## src/rtl/ogfsm_fifo.sv

```systemverilog
module ogfsm_fifo #(
    parameter int W     = 8,
    parameter int DEPTH = 2
) (
    input  logic         i_clk,
    input  logic         i_rst_n,
    input  logic         i_push,
    input  logic [W-1:0] i_data,
    output logic         o_full,
    input  logic         i_pop,
    output logic [W-1:0] o_data,
    output logic         o_empty
);
    localparam int PW = (DEPTH > 1) ? $clog2(DEPTH) : 1;
    localparam int NW = $clog2(DEPTH + 1);

    logic [W-1:0]  r_mem [DEPTH];
    logic [PW-1:0] r_wp, r_rp;
    logic [NW-1:0] r_cnt;
    logic          do_push, do_pop;

    assign o_full  = (r_cnt == NW'(DEPTH));
    assign o_empty = (r_cnt == '0);
    assign o_data  = r_mem[r_rp];
    assign do_push = i_push && !o_full;
    assign do_pop  = i_pop && !o_empty;

    always_ff @(posedge i_clk) begin
        if (do_push) begin
            r_mem[r_wp] <= i_data;
        end
    end

    always_ff @(posedge i_clk) begin
        if (!i_rst_n) begin
            r_wp  <= '0;
            r_rp  <= '0;
            r_cnt <= '0;
        end else begin
            if (do_push) begin
                r_wp <= (r_wp == PW'(DEPTH - 1)) ? '0 : r_wp + 1'b1;
            end
            if (do_pop) begin
                r_rp <= (r_rp == PW'(DEPTH - 1)) ? '0 : r_rp + 1'b1;
            end
            if (do_push && !do_pop) begin
                r_cnt <= r_cnt + 1'b1;
            end else if (do_pop && !do_push) begin
                r_cnt <= r_cnt - 1'b1;
            end
        end
    end

endmodule

```

## config.mk

```make
export PLATFORM = sky130hd
export DESIGN_NAME = ogfsm_fifo
export DESIGN_NICKNAME = d
export VERILOG_FILES = /design/src/rtl/ogfsm_fifo.sv
export SDC_FILE = /design/constraint.sdc
export NUM_CORES = 1
export LEC_CHECK = 0
export BUFFER_PORTS_ARGS = -buffer_cell sky130_fd_sc_hd__buf_4
export CAP_MARGIN = 5
export CORE_UTILIZATION = 49
export DETAILED_ROUTE_END_ITERATION = 7
export GPL_TIMING_DRIVEN = 0
export MAX_ROUTING_LAYER = met4
export PLACE_DENSITY = 0.75
export SLEW_MARGIN = 20
export SYNTH_ARGS = -nofsm -noshare
export SYNTH_HDL_FRONTEND = slang
export SYNTH_SLANG_ARGS = --single-unit
```

## constraint.sdc

```tcl
create_clock -name i_clk -period 1.8 [get_ports i_clk]
set_input_delay 0 -clock i_clk [delete_from_list [all_inputs] [get_ports i_clk]]
set_output_delay 0 -clock i_clk [all_outputs]
set_load 0.02 [all_outputs]
```

==> impl_results.html <==
<table>
<tr><th>Metric</th><th>Value</th></tr>
<tr><th colspan="2">Logic synthesis</th></tr>
<tr><td>Area share of the leading cell type in the synthesized netlist</td><td>59.4%</td></tr>
<tr><td>Count of yosys warnings during synthesis</td><td>0</td></tr>
<tr><td>Ranking of synthesized cells by area</td><td>edfxtp_1 59%, dfxtp_1 12%, mux2_2 11%</td></tr>
<tr><td>Multiplexer share of the synthesized area</td><td>11.1%</td></tr>
<tr><td>Post-synthesis instance total</td><td>50</td></tr>
<tr><td>Arithmetic-cell share of the synthesized area counting full adders, half adders and majority gates</td><td>1.55%</td></tr>
<tr><td>Area fraction in compound gates after synthesis</td><td>4.02%</td></tr>
<tr><td>Parity-gate share of the synthesized area counting xor and xnor cells</td><td>3.25%</td></tr>
<tr><td>Largest family of logic cells by synthesized area</td><td>multiplexers</td></tr>
<tr><td>Number of distinct standard cells referenced by the synthesized netlist</td><td>20</td></tr>
<tr><td>Library cell with the largest summed area after synthesis</td><td>edfxtp_1</td></tr>
<tr><td>Simple-Gate Fraction of Synth Area</td><td>6.80%</td></tr>
<tr><td>Post-synthesis sequential area ratio</td><td>71.7%</td></tr>
<tr><td>Post-Syn Nets</td><td>63</td></tr>
<tr><td>Synth Register Bits</td><td>21</td></tr>
<tr><td>Avg Synthesized Cell Area</td><td>16.2 µm²</td></tr>
<tr><td>Combined area of all synthesized cells</td><td>810 µm²</td></tr>
<tr><th colspan="2">Power and ir drop</th></tr>
<tr><td>Reported leakage power</td><td>0.000440 µW</td></tr>
<tr><td>Power density normalized to cell area</td><td>1300 nW/µm²</td></tr>
<tr><td>IR drop worst, VDD</td><td>0.000783 V</td></tr>
<tr><th colspan="2">Clock network</th></tr>
<tr><td>Clk Latency, worst-skew pair</td><td>0.29 ns</td></tr>
<tr><td>CTS tree</td><td>built</td></tr>
<tr><td>Num CTS Buffers</td><td>3</td></tr>
<tr><td>Clock-pin slew on the worst setup and hold paths</td><td>0.10 ns</td></tr>
<tr><td>CTS H-tree depth</td><td>1</td></tr>
<tr><td>Clk buf depth</td><td>2</td></tr>
<tr><td>Clock Tree Root</td><td>clkbuf_4</td></tr>
<tr><td>Number of clock sinks</td><td>21</td></tr>
<tr><th colspan="2">Layout</th></tr>
<tr><td>Post-layout nets</td><td>98</td></tr>
<tr><td>Most common cell after layout, fill and taps aside</td><td>buf_4</td></tr>
<tr><td>Final-layout fill cell count</td><td>122</td></tr>
<tr><td>Antenna diode instance count</td><td>0</td></tr>
<tr><td>Area of all placed cells without fillers</td><td>1100 µm²</td></tr>
<tr><td>Area of all sequential standard cells</td><td>581 µm²</td></tr>
<tr><td>Fraction of final layout cells sized beyond drive strength 1</td><td>41.7%</td></tr>
<tr><td>Area taken by multi-input logic gates</td><td>216 µm²</td></tr>
<tr><td>Utilization after layout</td><td>72.4%</td></tr>
<tr><td>Most used cells in the layout excluding fill and tap cells</td><td>21 x buf_4, 16 x edfxtp_1, 9 x dlygate4sd3_1</td></tr>
<tr><td>Layout area overhead</td><td>36.3%</td></tr>
<tr><th colspan="2">Place</th></tr>
<tr><td>Quantity of I/O buffers inserted on ports</td><td>21</td></tr>
<tr><td>Instance area at placement</td><td>987 µm²</td></tr>
<tr><td>Post-placement setup slack</td><td>0.205 ns</td></tr>
<tr><td>Final weighted congestion of routability-driven global placement</td><td>0.688</td></tr>
<tr><th colspan="2">GRT</th></tr>
<tr><td>Largest net degree at the start of global routing</td><td>12</td></tr>
<tr><td>Antenna violations before repair</td><td>0</td></tr>
<tr><td>Gr usage total</td><td>16.5%</td></tr>
<tr><td>Wire length of the first global-routing pass</td><td>2060 µm</td></tr>
<tr><td>Vias in the first global route</td><td>528</td></tr>
<tr><td>Total global routing overflow</td><td>0</td></tr>
<tr><th colspan="2">Timing</th></tr>
<tr><td>Clock period minus final worst setup slack</td><td>1.57 ns</td></tr>
<tr><td>Number of setup violations in the final report</td><td>0</td></tr>
<tr><td>Final Hold Fails</td><td>0</td></tr>
<tr><td>Unrepaired setup endpoints after global routing</td><td>false</td></tr>
<tr><td>Worst max-slew margin expressed relative to the limit</td><td>51.5%</td></tr>
<tr><td>Final worst slack</td><td>0.230 ns</td></tr>
<tr><td>Maximum clock skew at final layout</td><td>0.000620 ns</td></tr>
<tr><td>Transition time at the pin with the least slew margin</td><td>0.723 ns</td></tr>
<tr><td>Setup TNS</td><td>0 ns</td></tr>
<tr><td>Number of max-slew violations in the final report</td><td>0</td></tr>
<tr><td>Period utilisation layout</td><td>87.2%</td></tr>
<tr><td>Peak clock frequency supported by timing</td><td>637 MHz</td></tr>
<tr><th colspan="2">Critical path</th></tr>
<tr><td>Critical path class</td><td>reg2reg</td></tr>
<tr><td>Crit-path cells</td><td>nand2b_1, inv_2, nor3_2</td></tr>
<tr><td>Cell with the largest stage delay on the worst path</td><td>nor3_2</td></tr>
<tr><td>Family with the most delay on the worst path</td><td>simple AND/OR/NAND/NOR gates</td></tr>
<tr><td>Worst endpoint data arrival time</td><td>1.50 ns</td></tr>
<tr><td>Type of element launching the critical path</td><td>flop</td></tr>
<tr><td>Largest fanout on the critical path</td><td>9</td></tr>
<tr><td>Crit path capture type</td><td>flop</td></tr>
<tr><td>Required time of the worst setup path</td><td>1.73 ns</td></tr>
<tr><td>Largest stage delay on the critical path</td><td>0.55 ns</td></tr>
<tr><td>Number of buffers and inverters on the critical path</td><td>1</td></tr>
<tr><th colspan="2">Detailed routing</th></tr>
<tr><td>Wire per inst</td><td>12.8 µm</td></tr>
<tr><td>Detailed Routing Iterations Pass 1</td><td>3</td></tr>
<tr><td>Post-Route WL</td><td>1280 µm</td></tr>
<tr><td>Routed vias/inst</td><td>5.03</td></tr>
<tr><td>Number of DRC violations after detailed routing</td><td>0</td></tr>
<tr><td>Via Count</td><td>503</td></tr>
<tr><td>Initial detailed-routing violation count</td><td>5</td></tr>
<tr><td>Number of routed nets with antenna violations</td><td>0</td></tr>
<tr><th colspan="2">Die</th></tr>
<tr><td>Initial core utilization</td><td>53.1%</td></tr>
<tr><td>Floorplan Core Area</td><td>1520 µm²</td></tr>
<tr><td>Die width</td><td>42.6 µm</td></tr>
<tr><td>Die height</td><td>42.6 µm</td></tr>
<tr><td>DIE AREA</td><td>1820 µm²</td></tr>
<tr><td>Number of top-level pins</td><td>22</td></tr>
<tr><td>Site row count</td><td>14</td></tr>
<tr><th colspan="2">Min path</th></tr>
<tr><td>Class of the tightest hold or removal check</td><td>in2reg</td></tr>
<tr><th colspan="2">Run status</th></tr>
<tr><td>Result of the run</td><td>complete, no violations</td></tr>
<tr><th colspan="2">Run</th></tr>
<tr><td>Maximum Capacitance Violations</td><td>0</td></tr>
</table>
logic make-up after synthesis:
family	count (synthesis)
xor+xnor	3
mux	8
compound gates	5
buf+inv	3
fa+ha+maj	1
simple gates	9
flops	21
final timing paths:
kind / slack (ns) / start / depth (start not counted) / endpoint
setup reg to reg: 0.23 / r_cnt[0]$_SDFFE_PN0P_ / 3 / r_mem[0][6]$_DFFE_PP_
hold reg to reg: 0.53 / r_cnt[1]$_SDFFE_PN0P_ / 2 / r_cnt[1]$_SDFFE_PN0P_
hold / removal: 0.06 / i_push / 3 / r_wp$_SDFFE_PN0N_
setup / recovery: 0.23 / r_cnt[0]$_SDFFE_PN0P_ / 3 / r_mem[0][6]$_DFFE_PP_
sequential cells by signal, summed over array words and instances (netlist names), named ones only:
| name | flops |
|---|---|
| r_mem | 16 |
| r_cnt | 2 |
| r_wp | 1 |
| r_rp | 1 |
per-stage QoR:
step | hold slack, ns | std cells | power [µW]
final | 0.0583 | 100 | 1440
after global placement | 0.185 | 87 | 1210
after CTS | 0.0507 | 100 | 1460
after global routing | 0.0656 | 100 | 1530
after detailed placement | 0.190 | 87 | 1230
after floorplan | 0.0989 | 50 | 1030
layout make-up:
class	instances	share of cell area, %
plain buffers	1	0.454
clock buffers	4	2.38
inverters	2	0.680
multi-input cells	26	19.6
flip-flops and latches	21	52.6
well taps	16	1.81
repair buffers	30	22.4
cells in the mapped netlist:
cell / n
and2_1: 3
nor2_1: 2
a21boi_0: 1
ha_1: 1
buf_2: 1
o21a_1: 1
or3_1: 1
a21boi_1: 1
o21ai_1: 1
xnor2_1: 2
dfxtp_1: 5
inv_1: 1
xor2_1: 1
edfxtp_1: 16
and3_1: 1
o21ai_0: 1
mux2_2: 8
nand2b_1: 1
inv_2: 1
nor3_2: 1
per-layer routing:
layer  up-vias  wire length (µm)  track usage (%)
li1        247                 -                -
met1       240               506             16.0
met2        14               707             31.2
met3         2                55             3.88
met4         0                11             5.63
met5         -                 0                -
worst register-to-register path: stages, from the launching register on:
cell and delay (ns):
dfxtp_1 0.42, nand2b_1 0.18, inv_2 0.06, nor3_2 0.55
power by group:
group	internal [µW]	switching, µW
clock network	86.1	127
registers	619	39.8
logic	280	285
total	985	452
what timing repair did:
item                                    in CTS  in global routing
hold buffers                                 9                  0
hold endpoints to repair                    21                  0
endpoints found under the setup margin       0                  0
buffers inserted                             0                  0
resized for setup                            0                  0
Note: power is estimated with default switching activity, not from simulation.
