$ cat src/rtl/ogfsm_pkg.sv
package ogfsm_pkg;

    localparam int COORD_BITS    = 12;
    localparam int CFG_IDX_BITS  = 3;
    localparam int CFG_DATA_BITS = 32;

    localparam logic [CFG_IDX_BITS-1:0] REG_ORIGIN_X  = 3'd0;
    localparam logic [CFG_IDX_BITS-1:0] REG_ORIGIN_Y  = 3'd1;
    localparam logic [CFG_IDX_BITS-1:0] REG_CELLS_PM  = 3'd2;
    localparam logic [CFG_IDX_BITS-1:0] REG_GRID_COLS = 3'd3;
    localparam logic [CFG_IDX_BITS-1:0] REG_GRID_ROWS = 3'd4;
    localparam logic [CFG_IDX_BITS-1:0] REG_FREE_STEP = 3'd5;
    localparam logic [CFG_IDX_BITS-1:0] REG_LIMIT     = 3'd6;

    localparam logic [1:0] CMD_POSE  = 2'd0;
    localparam logic [1:0] CMD_CLEAR = 2'd1;
    localparam logic [1:0] CMD_READ  = 2'd2;
    localparam logic [1:0] CMD_SPARE = 2'd3;

    localparam logic [1:0] ST_DONE       = 2'd0;
    localparam logic [1:0] ST_NOT_METRIC = 2'd1;
    localparam logic [1:0] ST_OUTSIDE    = 2'd2;

    localparam logic [1:0] JOB_STATUS = 2'd0;
    localparam logic [1:0] JOB_WALK   = 2'd1;
    localparam logic [1:0] JOB_CLEAR  = 2'd2;
    localparam logic [1:0] JOB_READ   = 2'd3;

    typedef struct packed {
        logic signed [31:0] origin_x;
        logic signed [31:0] origin_y;
        logic [30:0]        cells_per_meter;
        logic [7:0]         grid_cols;
        logic [7:0]         grid_rows;
        logic [14:0]        free_step;
        logic [14:0]        log_odds_limit;
    } t_cfg;

    typedef struct packed {
        logic [1:0]            kind;
        logic [1:0]            status;
        logic [COORD_BITS-1:0] c0;
        logic [COORD_BITS-1:0] r0;
        logic [COORD_BITS-1:0] c1;
        logic [COORD_BITS-1:0] r1;
    } t_job;

    typedef struct packed {
        logic [1:0]         status;
        logic [7:0]         cells_updated;
        logic signed [15:0] cell_value;
        logic [14:0]        cells_observed;
    } t_res;

endpackage

$ cat src/rtl/ogfsm_front.sv
module ogfsm_front #(
    parameter int MAX_COLS = 128,
    parameter int MAX_ROWS = 128
) (
    input  logic                i_clk,
    input  logic                i_rst_n,
    input  ogfsm_pkg::t_cfg     i_cfg,
    input  logic                i_accept,
    input  logic [1:0]          i_cmd,
    input  logic signed [31:0]  i_pose_x,
    input  logic signed [31:0]  i_pose_y,
    input  logic                i_pose_is_metric,
    input  logic [6:0]          i_read_col,
    input  logic [6:0]          i_read_row,
    output logic                o_busy,
    output logic                o_job_valid,
    output ogfsm_pkg::t_job     o_job,
    input  logic                i_job_full
);
    localparam logic [1:0] S_IDLE   = 2'd0;
    localparam logic [1:0] S_CONV   = 2'd1;
    localparam logic [1:0] S_DECIDE = 2'd2;
    localparam logic [1:0] S_PUSH   = 2'd3;
    localparam int CB = ogfsm_pkg::COORD_BITS;

    logic [1:0]         r_state;
    logic               r_have_prior;
    logic signed [31:0] r_prior_x, r_prior_y, r_pose_x, r_pose_y;
    logic signed [32:0] r_d [4];
    logic signed [32:0] r_cell [4];
    logic [3:0]         r_step;
    logic signed [48:0] r_pp_lo, r_pp_hi;
    ogfsm_pkg::t_job    r_job;

    logic signed [32:0] sel;
    logic signed [16:0] part;
    logic signed [31:0] cpm_s;
    logic signed [48:0] pp;
    logic signed [64:0] sum;
    logic signed [32:0] conv_cell;
    logic [1:0]         store_idx;
    logic [31:0]        eff_c, eff_r;
    logic               cur_in, prior_in;

    assign o_busy      = (r_state != S_IDLE);
    assign o_job_valid = (r_state == S_PUSH);
    assign o_job       = r_job;

    // 33x31 product split into two 17x32 partial products
    assign sel       = r_d[r_step[2:1]];
    assign part      = r_step[0] ? sel[32:16] : $signed({1'b0, sel[15:0]});
    assign cpm_s     = $signed({1'b0, i_cfg.cells_per_meter});
    assign pp        = part * cpm_s;
    assign sum       = $signed({r_pp_hi, 16'b0}) + 65'(r_pp_lo) + 65'sh0_8000_0000;
    assign conv_cell = sum[64:32];
    assign store_idx = 2'(r_step[3:1] - 3'd1);

    assign eff_c = (32'(i_cfg.grid_cols) > 32'(MAX_COLS)) ? 32'(MAX_COLS)
                                                          : 32'(i_cfg.grid_cols);
    assign eff_r = (32'(i_cfg.grid_rows) > 32'(MAX_ROWS)) ? 32'(MAX_ROWS)
                                                          : 32'(i_cfg.grid_rows);
    assign cur_in = !r_cell[0][32] && !r_cell[1][32] &&
                    (r_cell[0][31:0] < eff_c) && (r_cell[1][31:0] < eff_r);
    assign prior_in = r_have_prior && !r_cell[2][32] && !r_cell[3][32] &&
                      (r_cell[2][31:0] < eff_c) && (r_cell[3][31:0] < eff_r);

    always_ff @(posedge i_clk) begin
        if (!i_rst_n) begin
            r_state      <= S_IDLE;
            r_have_prior <= 1'b0;
            r_prior_x    <= '0;
            r_prior_y    <= '0;
            r_step       <= '0;
        end else begin
            case (r_state)
                S_IDLE: begin
                    if (i_accept) begin
                        r_job.c0 <= '0;
                        r_job.r0 <= '0;
                        r_job.c1 <= CB'(i_read_col);
                        r_job.r1 <= CB'(i_read_row);
                        case (i_cmd)
                            ogfsm_pkg::CMD_POSE: begin
                                if (i_pose_is_metric) begin
                                    r_d[0]   <= 33'(i_pose_x) - 33'(i_cfg.origin_x);
                                    r_d[1]   <= 33'(i_pose_y) - 33'(i_cfg.origin_y);
                                    r_d[2]   <= 33'(r_prior_x) - 33'(i_cfg.origin_x);
                                    r_d[3]   <= 33'(r_prior_y) - 33'(i_cfg.origin_y);
                                    r_pose_x <= i_pose_x;
                                    r_pose_y <= i_pose_y;
                                    r_step   <= '0;
                                    r_state  <= S_CONV;
                                end else begin
                                    r_job.kind   <= ogfsm_pkg::JOB_STATUS;
                                    r_job.status <= ogfsm_pkg::ST_NOT_METRIC;
                                    r_state      <= S_PUSH;
                                end
                            end
                            ogfsm_pkg::CMD_CLEAR: begin
                                r_have_prior <= 1'b0;
                                r_prior_x    <= '0;
                                r_prior_y    <= '0;
                                r_job.kind   <= ogfsm_pkg::JOB_CLEAR;
                                r_job.status <= ogfsm_pkg::ST_DONE;
                                r_state      <= S_PUSH;
                            end
                            ogfsm_pkg::CMD_READ: begin
                                r_job.kind   <= ogfsm_pkg::JOB_READ;
                                r_job.status <= ogfsm_pkg::ST_DONE;
                                r_state      <= S_PUSH;
                            end
                            default: begin
                                r_job.kind   <= ogfsm_pkg::JOB_STATUS;
                                r_job.status <= ogfsm_pkg::ST_DONE;
                                r_state      <= S_PUSH;
                            end
                        endcase
                    end
                end
                S_CONV: begin
                    if (!r_step[0] && (r_step != 4'd0)) begin
                        r_cell[store_idx] <= conv_cell;
                    end
                    if (r_step[0]) begin
                        r_pp_hi <= pp;
                    end else begin
                        r_pp_lo <= pp;
                    end
                    if (r_step == 4'd8) begin
                        r_state <= S_DECIDE;
                    end else begin
                        r_step <= r_step + 1'b1;
                    end
                end
                S_DECIDE: begin
                    r_job.c1 <= r_cell[0][CB-1:0];
                    r_job.r1 <= r_cell[1][CB-1:0];
                    r_job.c0 <= prior_in ? r_cell[2][CB-1:0] : r_cell[0][CB-1:0];
                    r_job.r0 <= prior_in ? r_cell[3][CB-1:0] : r_cell[1][CB-1:0];
                    if (cur_in) begin
                        r_job.kind   <= ogfsm_pkg::JOB_WALK;
                        r_job.status <= ogfsm_pkg::ST_DONE;
                        r_have_prior <= 1'b1;
                        r_prior_x    <= r_pose_x;
                        r_prior_y    <= r_pose_y;
                    end else begin
                        r_job.kind   <= ogfsm_pkg::JOB_STATUS;
                        r_job.status <= ogfsm_pkg::ST_OUTSIDE;
                    end
                    r_state <= S_PUSH;
                end
                S_PUSH: begin
                    if (!i_job_full) begin
                        r_state <= S_IDLE;
                    end
                end
                default: r_state <= S_IDLE;
            endcase
        end
    end

endmodule

$ cat config.mk
export PLATFORM = sky130hd
export DESIGN_NAME = ogfsm_front
export DESIGN_NICKNAME = d
export VERILOG_FILES = /design/src/rtl/ogfsm_pkg.sv /design/src/rtl/ogfsm_front.sv
export SDC_FILE = /design/constraint.sdc
export NUM_CORES = 2
export LEC_CHECK = 0
export BUFFER_PORTS_ARGS = -buffer_cell sky130_fd_sc_hd__buf_2
export CELL_PAD_IN_SITES_DETAIL_PLACEMENT = 0
export CELL_PAD_IN_SITES_GLOBAL_PLACEMENT = 1
export CORE_MARGIN = 5
export CORE_UTILIZATION = 54
export DETAILED_ROUTE_END_ITERATION = 12
export PLACE_DENSITY = 0.88
export SYNTH_ARGS = -nofsm -noshare
export SYNTH_HDL_FRONTEND = slang
export SYNTH_SLANG_ARGS = --single-unit
$ cat constraint.sdc
create_clock -name i_clk -period 21.8 [get_ports i_clk]
set_input_delay 3.27 -clock i_clk [delete_from_list [all_inputs] [get_ports i_clk]]
set_output_delay 3.27 -clock i_clk [all_outputs]
set_load 0.03 [all_outputs]
==> metrics.txt <==
run status=finished, final reports clean; aggregate routed wire length=106,900 um; largest net degree at the start of global routing=75; number of cells produced by synthesis=4,209; drt wl/cell=19.33 um; Core Box Area=~80,000 sq um; slack of the worst reg-to-reg path=13,230 ps; Worst Setup SP=i_cfg[46]; Top Family by Delay on Critical Path=adder cells; count of routing violations after the opening detailed-route iteration=roughly 1,800; share of the synthesized area in the top cell type=30.89%; fraction of the yosys area taken by sequential cells=34.14%; via density per instance=5.610; worst reg2reg endpoint=r_pp_lo[45]; Worst Setup Slack post-DPL=11,710 ps; WP data arrival=9810 ps; instance count on the critical path=23; share of flip-flops with an asynchronous set or reset=0%; antenna-violating nets left=0; most common library cell in the layout ignoring fill and taps=inv_1; Hold Fails Final Rpt=0; number of enable-type register cells in the synthesized netlist=462; final std cells w/o fill=5,527; Skew-Pair Late Insertion Delay=610 ps; most common cell type on the critical path=fa_1; Worst-path clk slew=60 ps; critical path, cell by cell=buf_2, or2_2, fa_1, fa_1, inv_1, fa_1, fa_1, fa_1, inv_1, fa_1, inv_1, ha_1, a21oi_1, o21a_1, o221ai_1, a221oi_1, nand3_1, o211ai_1, nor3_1, nor2_1, o21ai_0, a21oi_1, xnor2_1; Bufs and invs on worst path=4; nature of the critical path endpoint=flop; CTS tree=built; PnR worst setup slack=12,340 ps; Synth area leader=edfxtp_1; Num CTS Buffers=54; count of cells along the worst register-to-register path=25; maximum count of clock buffers along a single path=3; cells taking the most area after synthesis=edfxtp_1 31%, fa_1 20%, ha_1 12%; # resized after CTS=0; Max Slew Vio Count=0; detailed-placement wirelength estimate=80,510 um; boundary pin count=280; share of final-layout standard cells stronger than drive strength 1=about a tenth; initial antenna violation count=1; routed via count=between 30,000 and 40,000; clock sink count=535; # fillers=a little under 7,000; max-slew headroom at the worst pin=29.58%; Fmax achieved=around 110 MHz; post-synthesis instance area=44,910 sq um; Worst path max stage delay=580 ps; number of nets produced by synthesis=5,287; leading cell types in the layout, fill and taps excluded=624 x inv_1, 462 x edfxtp_1, 438 x fa_1, 419 x nand2_1, 413 x ha_1; flip-flop and latch count after synthesis=535; startpoint types=input port; classification of the worst-slack hold path=flop to flop; count of unique library cells instantiated by Yosys=72; Critical Path Slowest Stage Cell=fa_1; top_reg_cell synth=edfxtp_1; peak fanout along the critical path=17; Row Count=105; sum of overflow across all layers after global routing=0; initial cell density of the core=54.61%; post-synthesis to final-layout area growth=9.575%; die area=89,040 sq um; setup bufs post-CTS=0; Min Clock Period, post-route=9461 ps; period utilisation layout=43.40%; master cell of the clock root buffer=clkbuf_16; wire length of the first global-routing pass=171,900 um; unrepaired setup endpoints after global routing=no; nets=between 5,000 and 6,000; CP required=about 22,000 ps; max-capacitance violation count=0; Die Span X=slightly below 300 um; worst setup path class=input port to flop; sequential cell area in the final layout=15,340 sq um; average footprint of a synthesized cell=10.67 sq um; crit path to=r_pp_lo[48]; H-tree levels=2; Yosys Warn Count=0; placed cell count=approximately 5,400; overall fraction of global-route tracks in use=about a quarter; count of final setup violators=0; actual slew at the worst max-slew pin=1054 ps; post-route DRC violation count=0; utilization of the core after routing=59.84%; Max Clock Skew=22.09 ps; Setup TNS=0 ps; hold-fix buffers at CTS=0; Die Span Y=298.4 um; via count of the first global-routing pass=32,156; Detailed Routing Iterations Pass 1=6; Buffers on Ports=249; last weighted congestion value of the routability-driven placer=0.9251; footprint of the multi-input gates=26,860 sq um
state kept, by name, summed over array words and instances, names as in the netlist, 4 cells and up, named ones only:
name and flops:
r_prior_x 32, r_pose_y 32, r_pp_lo 33, r_prior_y 32
r_pose_x 32, r_pp_hi 49, r_cell 132, r_step 4
r_d 132, o_job 52
cells by family after synthesis:
kind of cell	Yosys count	synth area share, %
compound gates	618	9.029
mux	72	2.566
buf+inv	760	6.355
flops	535	34.14
xor+xnor	185	3.608
simple gates	1187	13.24
fa+ha+maj	852	31.06
per-stage QoR:
stage	instance area [sq um]	hold WS [ps]
after floorplan	44910	434.5
after global placement	47360	443.1
after detailed placement	47360	454.9
after CTS	49210	461.3
after global routing	49210	477.7
final	49210	456.5
cell type report:
class | count | share of cell area (%)
tap | 1070 | 2.720
inverter | 625 | 4.767
timing repair buffer | 280 | 3.005
antenna | 1 | 0.005085
multi-input combinational | 2914 | 54.58
clock inverter | 25 | 0.6255
clock buffer | 77 | 3.132
sequential | 535 | 31.16
routing by layer:
metal / routed length, um / part of all wire, % / GRT usage, %
met1: 44900 / 42 / 32.00
met5: 0 / 0 / 0
met2: 52530 / 49 / 41.15
met3: 6562 / 6.1 / 3.840
met4: 2858 / 2.7 / 6.576
Yosys cell counts (all sizes together) (7+ instances only):
master	count
nor2b	231
mux4	33
and3	27
nand4	29
nor3	21
or3	7
buf	11
a21boi	71
a41oi	8
a21oi	182
fa	438
or2	12
nand3	105
nand2b	75
edfxtp	462
dfxtp	73
nor2	124
and4	9
o211ai	11
mux2i	24
and2	85
o21a	38
xnor2	138
clkbuf	124
o21ai	99
ha	414
inv	625
nor4	29
nand2	422
a21o	99
a31oi	14
o21bai	23
xor2	47
mux2	15
a211oi	14
worst min-delay path by stage:
stage | from | endpoint | slack (ps) | cells past startpoint
global route | r_prior_x[25] | r_prior_x[25] | 480 | 2
floorplan | r_prior_x[20] | r_prior_x[20] | 430 | 2
finish | r_prior_x[22] | r_prior_x[22] | 460 | 2
detailed placement | r_prior_x[25] | r_prior_x[25] | 450 | 2
CTS | r_prior_x[22] | r_prior_x[22] | 460 | 2
global placement | r_prior_x[22] | r_prior_x[22] | 440 | 2
worst register-to-register path: cells and delay by family, from the launching register on:
family          cells  cell delay (ps)
flops               1              320
mux                 2              880
simple gates        2              300
compound gates      9             2120
xor+xnor            1              110
buf+inv             4             1060
fa+ha+maj           7             3540
Power is not shown: default switching activity piles up to over one toggle a cycle in this logic, so the estimate is an artifact.
